===== src/hw/rtl/text_terminal_char_output_unit_defines.svh =====
// Assertion helpers; the enclosing module provides clk and rst_n.
`ifndef TEXT_TERMINAL_CHAR_OUTPUT_UNIT_DEFINES_SVH
`define TEXT_TERMINAL_CHAR_OUTPUT_UNIT_DEFINES_SVH

`ifndef ASSERT_OFF
`define ASSERT_ALWAYS(lbl, expr, msg) \
  lbl: assert property (@(posedge clk) disable iff (!rst_n) (expr)) else $error(msg);
`define ASSERT_IMPLIES(lbl, ante, cons, msg) \
  lbl: assert property (@(posedge clk) disable iff (!rst_n) (ante) |-> (cons)) else $error(msg);
`define ASSERT_NEXT(lbl, ante, cons, msg) \
  lbl: assert property (@(posedge clk) disable iff (!rst_n) (ante) |=> (cons)) else $error(msg);
`else
`define ASSERT_ALWAYS(lbl, expr, msg)
`define ASSERT_IMPLIES(lbl, ante, cons, msg)
`define ASSERT_NEXT(lbl, ante, cons, msg)
`endif

`endif


===== src/hw/rtl/ttco_pkg.sv =====
package ttco_pkg;

  localparam int NUM_COLS = 80;
  localparam int NUM_ROWS = 60;

  localparam int CHAR_W   = 8;
  localparam int COLOUR_W = 8;
  localparam int COL_W    = 7;
  localparam int ROW_W    = 6;
  localparam int CELLS    = NUM_COLS * NUM_ROWS;
  localparam int ADDR_W   = $clog2(CELLS);
  localparam int CELL_W   = CHAR_W + 2 * COLOUR_W;

  localparam int IN_DATA_W  = 24;
  localparam int OUT_DATA_W = 40;
  localparam int OUT_PAD_W  = OUT_DATA_W - CELL_W - COL_W - ROW_W;

  localparam logic [COL_W:0] COL_LIM = (COL_W + 1)'(NUM_COLS);
  localparam logic [ROW_W:0] ROW_LIM = (ROW_W + 1)'(NUM_ROWS);

  localparam logic [COLOUR_W-1:0] FG_RESET = 8'd14;
  localparam logic [COLOUR_W-1:0] BG_RESET = 8'd6;

  localparam logic [CHAR_W-1:0] CODE_SPACE = 8'h20;
  localparam logic [CHAR_W-1:0] CODE_BS    = 8'd8;
  localparam logic [CHAR_W-1:0] CODE_LF    = 8'd10;
  localparam logic [CHAR_W-1:0] CODE_FF    = 8'd12;
  localparam logic [CHAR_W-1:0] CODE_CR    = 8'd13;

  localparam logic OP_PUT  = 1'b0;
  localparam logic OP_READ = 1'b1;

  localparam logic CFG_FG = 1'b0;
  localparam logic CFG_BG = 1'b1;

  typedef enum logic [2:0] {
    K_NOP,
    K_PRINT,
    K_NL,
    K_BS,
    K_FF,
    K_READ,
    K_READ_OOR
  } kind_t;

  typedef struct packed {
    logic load_item;
    logic calc_phys;
    logic clear_start;
    logic calc_addr;
    logic wr_print;
    logic next_line;
    logic sweep_wr;
    logic sweep_init;
    logic top_inc;
    logic rd_done;
    logic out_load;
  } cmd_t;

  typedef struct packed {
    kind_t kind;
    logic  wrap;
    logic  row_last;
    logic  sweep_last;
    logic  out_free;
  } stat_t;

endpackage


===== src/hw/rtl/ttco_ctrl.sv =====
`include "text_terminal_char_output_unit_defines.svh"

module ttco_ctrl import ttco_pkg::*; (
  input  logic  clk,
  input  logic  rst_n,
  input  logic  in_tvalid,
  output logic  in_tready,
  input  stat_t st,
  output cmd_t  cmd
);

  typedef enum logic [10:0] {
    ST_INIT   = 11'b000_0000_0001,
    ST_IDLE   = 11'b000_0000_0010,
    ST_PHYS   = 11'b000_0000_0100,
    ST_ADDR   = 11'b000_0000_1000,
    ST_WRITE  = 11'b000_0001_0000,
    ST_LINE   = 11'b000_0010_0000,
    ST_SCROLL = 11'b000_0100_0000,
    ST_CLEAR  = 11'b000_1000_0000,
    ST_READ   = 11'b001_0000_0000,
    ST_RWAIT  = 11'b010_0000_0000,
    ST_DONE   = 11'b100_0000_0000
  } state_t;

  state_t state_r;
  state_t state_nxt;

  always_comb begin
    cmd       = '0;
    in_tready = 1'b0;
    state_nxt = state_r;
    case (state_r)
      ST_INIT: begin
        cmd.sweep_wr   = 1'b1;
        cmd.sweep_init = 1'b1;
        if (st.sweep_last) begin
          state_nxt = ST_IDLE;
        end
      end
      ST_IDLE: begin
        in_tready = 1'b1;
        if (in_tvalid) begin
          cmd.load_item = 1'b1;
          state_nxt     = ST_PHYS;
        end
      end
      ST_PHYS: begin
        cmd.calc_phys = 1'b1;
        case (st.kind)
          K_PRINT, K_BS, K_READ: state_nxt = ST_ADDR;
          K_NL:                  state_nxt = ST_LINE;
          K_FF: begin
            cmd.clear_start = 1'b1;
            state_nxt       = ST_CLEAR;
          end
          default:               state_nxt = ST_DONE;
        endcase
      end
      ST_ADDR: begin
        cmd.calc_addr = 1'b1;
        state_nxt     = (st.kind == K_PRINT) ? ST_WRITE : ST_READ;
      end
      ST_WRITE: begin
        cmd.wr_print = 1'b1;
        state_nxt    = st.wrap ? ST_LINE : ST_DONE;
      end
      ST_LINE: begin
        cmd.next_line = 1'b1;
        state_nxt     = st.row_last ? ST_SCROLL : ST_DONE;
      end
      ST_SCROLL: begin
        cmd.sweep_wr = 1'b1;
        if (st.sweep_last) begin
          cmd.top_inc = 1'b1;
          state_nxt   = ST_DONE;
        end
      end
      ST_CLEAR: begin
        cmd.sweep_wr = 1'b1;
        if (st.sweep_last) begin
          state_nxt = ST_DONE;
        end
      end
      ST_READ: begin
        // RAM read address settles here; data lands next cycle
        state_nxt = ST_RWAIT;
      end
      ST_RWAIT: begin
        cmd.rd_done = 1'b1;
        state_nxt   = ST_DONE;
      end
      ST_DONE: begin
        if (st.out_free) begin
          cmd.out_load = 1'b1;
          state_nxt    = ST_IDLE;
        end
      end
      default: state_nxt = ST_IDLE;
    endcase
  end

  always_ff @(posedge clk) begin
    if (!rst_n) begin
      state_r <= ST_INIT;
    end else begin
      state_r <= state_nxt;
    end
  end

  // every item passes through work states before the next can enter
  `ASSERT_NEXT(a_one_item_at_a_time, in_tvalid && in_tready, !in_tready,
               "input taken on two consecutive cycles")
  `ASSERT_IMPLIES(a_sweep_only_when_clearing, cmd.sweep_wr,
                  state_r == ST_INIT || state_r == ST_SCROLL || state_r == ST_CLEAR,
                  "cell sweep outside a clearing state")

endmodule


===== config.mk =====
export PLATFORM = sky130hd
export DESIGN_NAME = ttco_ctrl
export DESIGN_NICKNAME = d
export VERILOG_FILES = /design/src/hw/rtl/ttco_pkg.sv /design/src/hw/rtl/ttco_ctrl.sv
export VERILOG_INCLUDE_DIRS = /design/src /design/src/hw/rtl
export SDC_FILE = /design/constraint.sdc
export NUM_CORES = 1
export LEC_CHECK = 0
export BUFFER_PORTS_ARGS = -buffer_cell sky130_fd_sc_hd__buf_2
export CAP_MARGIN = 20
export CORE_MARGIN = 2
export CORE_UTILIZATION = 30
export CTS_CLUSTER_SIZE = 10
export DETAILED_ROUTE_END_ITERATION = 10
export PLACE_DENSITY_LB_ADDON = 0.12
export SYNTH_ARGS = -nofsm -noshare
export SYNTH_HDL_FRONTEND = slang
export SYNTH_SLANG_ARGS = --single-unit

===== constraint.sdc =====
create_clock -name clk -period 3 [get_ports clk]
set_input_delay 0.15 -clock clk [delete_from_list [all_inputs] [get_ports clk]]
set_output_delay 0.15 -clock clk [all_outputs]
set_load 0.02 [all_outputs]

==> results.md, run 1 <==
* H-Tree Level Count at 1
* Leakage power of the design at 0.403 nW
* Clock Path Buffers at 2
* WP data required at 2.85 ns
* Number of global-route vias before repair at 735
* Critical Path End Type: output pin
* Layout cell share with drive strength beyond 1 at 0.275
* CTS root buf: sky130_fd_sc_hd__clkbuf_4
* Number of buffers inserted to repair setup after CTS at 0
* Wire length of the first global-routing pass at 3570 um
* Clk sink count at 11
* Ys Warns at 0
* Cts bufs inserted at 3
* Number of enable-type register cells in the synthesized netlist at 0
* R2R Path Start: state_r[6]
* Number of fill cells at 294
* DRC violation total after the first TritonRoute iteration at 17
* Pin count of the biggest net entering global routing at 12
* Switching share of power at 0.292
* Clock transition at the registers of the reported paths at 0.08 ns
* Commonest register cell after synthesis: sky130_fd_sc_hd__dfxtp_1
* Worst IR Drop VDD at 0.211 mV
* Final net count at 131
* Cell area power density at 324 mW/mm^2
* Die span in x at 58.1 um
* Setup tns final at 0 ns
* Internal Pwr Total at 0.224 mW
* Highest clock rate at 445 MHz
* Final Core Density at 0.354
* Max FO, Critical Path at 10
* Final cell area excluding filler cells at 977 sq um
* Ranking of synthesized cells by instance count: sky130_fd_sc_hd__dfxtp_1 (11), sky130_fd_sc_hd__nor2_1 (9), sky130_fd_sc_hd__nand2_1 (7)
* Cell area after synthesis at 877 sq um
* Cell with the largest stage delay on the worst path: sky130_fd_sc_hd__nor4_4
* Layout overhead on the synthesized area at 11.4%
* Chain of cells forming the critical path: nor4_4, nand4_4, nor4b_1, buf_2
* Final HPWL DP at 1680 um
* Antenna diode count at 0
* Antenna violations before repair at 0
* Cells resized by post-CTS repair at 0
* Synth unique cells at 45
* Min Tclk post-route at 2.25 ns
* Arrival time worst endpoint at 2.10 ns
* Share of the synthesized area in the top cell type at 0.251
* DIE HEIGHT at 58.1 um
* Mean instance size in the synthesized netlist at 8.60 sq um
* Portion of the post-synthesis area used by sequential elements at 0.251
* Sequential cell area in the final layout at 220 sq um
* Worst Max-Slew Pin Slew at 0.556 ns
* Crit Path Category: reg -> out
* Hold violation total from the final report at 0
* Count of buffers from port buffering at 21
* TritonCTS clock tree: done
* Routed vias/inst at 5.56
* RSZ-0062 raised after global routing: no
* Vias at 840
* Post-synthesis sequential element count at 11
* DRC Markers at 0
* Area occupied by multi-input gates at 572 sq um
* Avg WL per Cell at 14.4 um
* GR Overflow Total at 0
* Fraction of registers with async set/reset at 0
* Startpoint type of the worst setup path: register
* Power dissipated by switching net loads at 0.0924 mW
* Post-CTS Hold Fix Bufs at 0
* Number of primary I/O pins at 22
* Main area contributors after synthesis: sky130_fd_sc_hd__dfxtp_1 (25%), sky130_fd_sc_hd__nor4b_1 (6.0%), sky130_fd_sc_hd__buf_6 (5.1%)
* Start point of the worst hold path: st[6]
* Sum of internal, switching and leakage power at 0.316 mW
* Core area at 0.00276 sq mm
* Regs by FF count: state_r: 11 flops
* Final-report setup violation count at 0
* Relative slew margins at 0.626
* Number of routed nets with antenna violations at 0
* Drt total wl at 2170 um
* Clock latency reported for the late side of the worst-skew pair at 0.27 ns
* Delay of the slowest cell on the worst path at 0.56 ns
* Area after DPL at 951 sq um
* Flip-flop count of the largest register after layout at 11
* Maxcap violations at 0
* Worst Setup SP: state_r[6]
* Final Max Tran Viols at 0
* GPL Wtd Cong at 0.780
* Status: finished clean
* Synth Instances at 102
* Nets in the synthesized netlist at 112
* Total number of placement rows at 19
* Flop pwr share at 0.486
* Clk network pwr share at 0.329
* Register ranked first by flip-flop count: state_r
* Path class of the lowest-slack min-delay path: in -> reg
* Starting utilization of the core area at 0.318
* Die Footprint at 0.00337 sq mm
* Share of the cycle needed by the critical path after routing at 0.749
* Total routing usage reported by global routing at 0.141
* Maximum clock skew at final layout at 0.00461 ns
* Cell type with the highest aggregate area in the netlist: sky130_fd_sc_hd__dfxtp_1
* Drt pass-1 iters at 4
* Library cell with the highest instance count after synthesis: sky130_fd_sc_hd__dfxtp_1
* Comb pwr share at 0.185
## cells by family after synthesis
logic type      synth area share
xor+xnor                  0.0499
compound gates             0.190
flops                      0.251
buf+inv                   0.0970
simple gates               0.412
## power groups by stage
stage | Clock, mW | Combinational [mW] | Sequential [mW]
after floorplan | 0 | 0.0389 | 0.156
after global placement | 0 | 0.0595 | 0.157
after detailed placement | 0 | 0.0590 | 0.157
after CTS | 0.107 | 0.0593 | 0.154
after global routing | 0.118 | 0.0641 | 0.155
final | 0.104 | 0.0585 | 0.154
## path summary, 6_finish.rpt
check / cells after the start / slack, ns / to
worst min-delay path: 2 / 0.13 / state_r[3]
worst max register to register: 5 / 1.03 / state_r[10]
worst max-delay path: 4 / 0.75 / cmd[8]
worst min register to register: 2 / 0.58 / state_r[9]
## routing by layer
layer	vias up	GRT usage	part of all wire
met5	-	0	0
met4	0	0.0698	0.017
met3	4	0.0290	0.047
met2	25	0.213	0.46
met1	388	0.190	0.48
li1	423	-	-
## metrics by stage
step | setup slack, ns | std cells | hold WS (ns)
2_1_floorplan | 0.897 | 102 | 0.241
3_3_place_gp | 1.07 | 147 | 0.408
3_5_place_dp | 1.06 | 147 | 0.416
4_1_cts | 0.746 | 151 | 0.126
5_1_grt | 0.550 | 151 | 0.124
6_report | 0.754 | 151 | 0.133
## layout make-up
type / count / area share
multi-input cells: 80 / 0.585
flip-flops and latches: 11 / 0.225
repair buffers: 21 / 0.108
well taps: 31 / 0.0397
clock buffers: 4 / 0.0269
inverters: 4 / 0.0154
## critical path, delay by kind of cell (launching register included)
kind	cells	cell delay, ns
buffers and inverters	1	0.24
DFF	1	0.43
and+or+nand+nor	3	1.15
## cell usage in the layout, fill, tap and decap left out, types with 2 or more instances in the layout
master and n:
sky130_fd_sc_hd__dfxtp_1 11, sky130_fd_sc_hd__nor2_1 9, sky130_fd_sc_hd__a21oi_1 4, sky130_fd_sc_hd__o21ai_0 5, sky130_fd_sc_hd__xor2_1 4, sky130_fd_sc_hd__o2111a_1 2, sky130_fd_sc_hd__nor3_1 2, sky130_fd_sc_hd__inv_1 4
sky130_fd_sc_hd__and2b_2 2, sky130_fd_sc_hd__buf_2 21, sky130_fd_sc_hd__and3_2 2, sky130_fd_sc_hd__nor4_1 4, sky130_fd_sc_hd__and3_1 2, sky130_fd_sc_hd__nand3_1 2, sky130_fd_sc_hd__clkbuf_4 3, sky130_fd_sc_hd__nor2b_1 3
sky130_fd_sc_hd__nand2_1 7, sky130_fd_sc_hd__nor4b_1 6, sky130_fd_sc_hd__and4_1 2
(Power assumes the default switching activity.)
==> inputs of run 2 (changes only) <==
==> constraint.sdc (replaced) <==
create_clock -name clk -period 2 [get_ports clk]
set_input_delay 0.1 -clock clk [delete_from_list [all_inputs] [get_ports clk]]
set_output_delay 0.1 -clock clk [all_outputs]
set_load 0.02 [all_outputs]
==> run 2 against run 1 <==
Net effect: non-clock buffer count rose by 9; sequential share of layout area fell by 1.7 points; setup slack got worse by 0.62 ns; critical endpoint unchanged; critical path depth rose by 1; flip-flop and latch count did not move; register-to-register slack got worse by 0.86 ns; wire length rose by 5.6%; global-route usage rose by 1.1 points.
==> results.md, run 2 (same netlist as run 1, synthesis figures left out) <==
* Status: finished clean
* Critical Path End Type: output pin
* Worst IR Drop VDD at 0.268 mV (+27%)
* Worst Setup SP: state_r[5]
* R2R Path Start: state_r[6]
* Crit Path Category: reg -> out
* Worst Max-Slew Pin Slew at 0.423 ns (-0.134 ns)
* Hold violation total from the final report at 0 (unchanged)
* Worst hold endpoint: state_r[3]
* Clock transition at the registers of the reported paths at 0.08 ns (about the same)
* Number of global-route vias before repair at 799 (+8.7%)
* Endpoint of the lowest-slack register-to-register path: state_r[10]
* Startpoint type of the worst setup path: register
* Antenna diode count at 0 (unchanged)
* Core area at 0.00276 sq mm (unchanged)
* H-Tree Level Count at 1 (unchanged)
* Arrival time worst endpoint at 1.77 ns (-0.33 ns)
* DIE HEIGHT at 58.1 um (unchanged)
* Die Footprint at 0.00337 sq mm (unchanged)
* Total routing usage reported by global routing at 0.152 (+0.0112)
* Cts bufs inserted at 3 (unchanged)
* Final-report setup violation count at 0 (unchanged)
* WP data required at 1.90 ns (-0.95 ns)
* DRC violation total after the first TritonRoute iteration at 16 (-1)
* M2 GR Usage at 0.252 (+0.0390)
* Final net count at 140 (+6.9%)
* Comb pwr share at 0.202 (+0.017)
* Antenna violations before repair at 0 (unchanged)
* GR Overflow Total at 0 (unchanged)
* Min Tclk post-route at 1.87 ns
* Most common cell after layout, fill and taps aside: sky130_fd_sc_hd__buf_2
* Number of routed nets with antenna violations at 0 (unchanged)
* Start point of the worst hold path: st[6]
* Max FO, Critical Path at 6 (-4)
* Number of primary I/O pins at 22 (unchanged)
* CTS root buf: sky130_fd_sc_hd__clkbuf_4
* DRC Markers at 0 (unchanged)
* Total number of placement rows at 19 (unchanged)
* Power dissipated by switching net loads at 0.142 mW (+53%)
* Number of instances on the worst hold path at 2 (unchanged)
* Final HPWL DP at 1760 um (+4.5%)
* Layout overhead on the synthesized area at 20.4%
* Count of buffers from port buffering at 21 (unchanged)
* Clk network pwr share at 0.322 (-0.007)
* Regs by FF count: state_r: 11 flops
* Maxcap violations at 0 (unchanged)
* Switching share of power at 0.292 (+0.000496)
* Clock latency reported for the late side of the worst-skew pair at 0.27 ns (about the same)
* RSZ-0062 raised after global routing: no
* Flop pwr share at 0.476 (-0.010)
* GPL Wtd Cong at 0.771 (-1.3%)
* Sum of internal, switching and leakage power at 0.484 mW (+53%)
* Drt pass-1 iters at 4 (unchanged)
* Pin count of the biggest net entering global routing at 12 (unchanged)
* Setup tns final at 0 ns (unchanged)
* Path class of the lowest-slack min-delay path: in -> reg
* Flip-flop count of the largest register after layout at 11 (unchanged)
* Busiest grt layer: met2
* Layout cell share with drive strength beyond 1 at 0.341 (+0.0661)
* Register ranked first by flip-flop count: state_r
* Clock Path Buffers at 2 (unchanged)
* Wire length of the first global-routing pass at 3930 um (+9.8%)
* Final Max Tran Viols at 0 (unchanged)
* Area after DPL at 0.00101 sq mm (+6.2%)
* Internal reg-to-reg setup slack at 0.17 ns (-0.86 ns)
* Drt total wl at 2300 um (+5.6%)
* Clk sink count at 11 (unchanged)
* Maximum clock skew at final layout at 0.00957 ns (+0.00497 ns)
* Highest-count cells in the layout ignoring fill and taps: sky130_fd_sc_hd__buf_2 (21), sky130_fd_sc_hd__dfxtp_1 (11), sky130_fd_sc_hd__nor2_1 (9), sky130_fd_sc_hd__buf_4 (9), sky130_fd_sc_hd__nand2_1 (7)
* Highest clock rate at 536 MHz
* Met1 GRT Util at 0.186 (-0.00382)
* Relative slew margins at 0.714 (+0.0883)
* Routed vias/inst at 5.54 (-0.46%)
* Internal Pwr Total at 0.343 mW (+53%)
* Leakage power of the design at 0.448 nW (+11%)
* Cell area power density at 458 mW/mm^2 (+42%)
* Starting utilization of the core area at 0.318 (unchanged)
* Share of the cycle needed by the critical path after routing at 0.933
* Final cell area excluding filler cells at 0.00106 sq mm (+8.1%)
* Depth of the most critical reg-to-reg path at 5 (unchanged)
* Vias at 886 (+5.5%)
* TritonCTS clock tree: done
* Global routing met3 resource utilization at 0.0357 (+0.00670)
* Avg WL per Cell at 14.3 um (-0.37%)
* Die span in x at 58.1 um (unchanged)
-- run 2: cell types whose count changed in the layout (fill, tap and decap cells not counted) --
cell / change
sky130_fd_sc_hd__nor4b_1: -1
sky130_fd_sc_hd__buf_4: +9
sky130_fd_sc_hd__nor3b_2: +1
sky130_fd_sc_hd__nor3b_1: -1
sky130_fd_sc_hd__nor4b_2: +1
-- run 2: area by class of cell --
type / count / area, sq um
Fill cell: 322 / 1700
Multi-Input combinational cell: 80 / 583
Sequential cell: 11 / 220
Timing Repair Buffer: 30 / 173
Tap cell: 31 / 38.8
Clock buffer: 4 / 26.3
Inverter: 4 / 15.0
-- run 2: power by group through the flow --
stage,logic (mW),registers [mW],clock network [mW]
after floorplan,0.0585,0.233,0
after global placement,0.0969,0.235,0
after detailed placement,0.0963,0.235,0
after CTS,0.0974,0.230,0.164
after global routing,0.107,0.232,0.175
final,0.0978,0.231,0.156
-- run 2: how the worst max path moves through the flow --
stage                              to  slack, ns  cells past startpoint
after global routing           cmd[2]      0.003                      5
final                          cmd[8]       0.13                      5
after global placement    state_r[10]       0.13                      5
after detailed placement  state_r[10]       0.12                      5
after CTS                      cmd[7]       0.12                      5
after floorplan            state_r[4]       0.07                      5
-- run 2: timing repair --
| item | CTS | global route |
|---|---|---|
| pin swaps | 1 | 0 |
| hold buffers | 0 | 0 |
| hold endpoints to repair | 0 | 0 |
| setup buffers | 2 | 0 |
| endpoints found under the setup margin | 3 | 1 |
| cloned | 0 | 0 |
| gates resized for setup | 0 | 1 |
-- run 2: through the flow --
step	worst slack (ns)	std cells	utilization	hold slack (ns)
after floorplan	0.0704	102	-	0.191
after global placement	0.129	154	0.366	0.365
after detailed placement	0.118	154	0.366	0.362
after CTS	0.120	160	0.381	0.0593
after global routing	0.00288	160	0.383	0.0818
final	0.134	160	0.383	0.0719
-- run 2: critical path, cell delays in order, from the launching register on --
cell and delay (ns):
sky130_fd_sc_hd__dfxtp_1 0.39, sky130_fd_sc_hd__nor4_4 0.30, sky130_fd_sc_hd__buf_4 0.19, sky130_fd_sc_hd__nand4_4 0.11
sky130_fd_sc_hd__nor4b_2 0.28, sky130_fd_sc_hd__buf_2 0.22
-- run 2: layer usage --
layer,vias to the layer above,wire length [um]
met1,412,1070
met4,0,43
met3,5,142
met5,-,0
met2,26,1040
li1,443,-
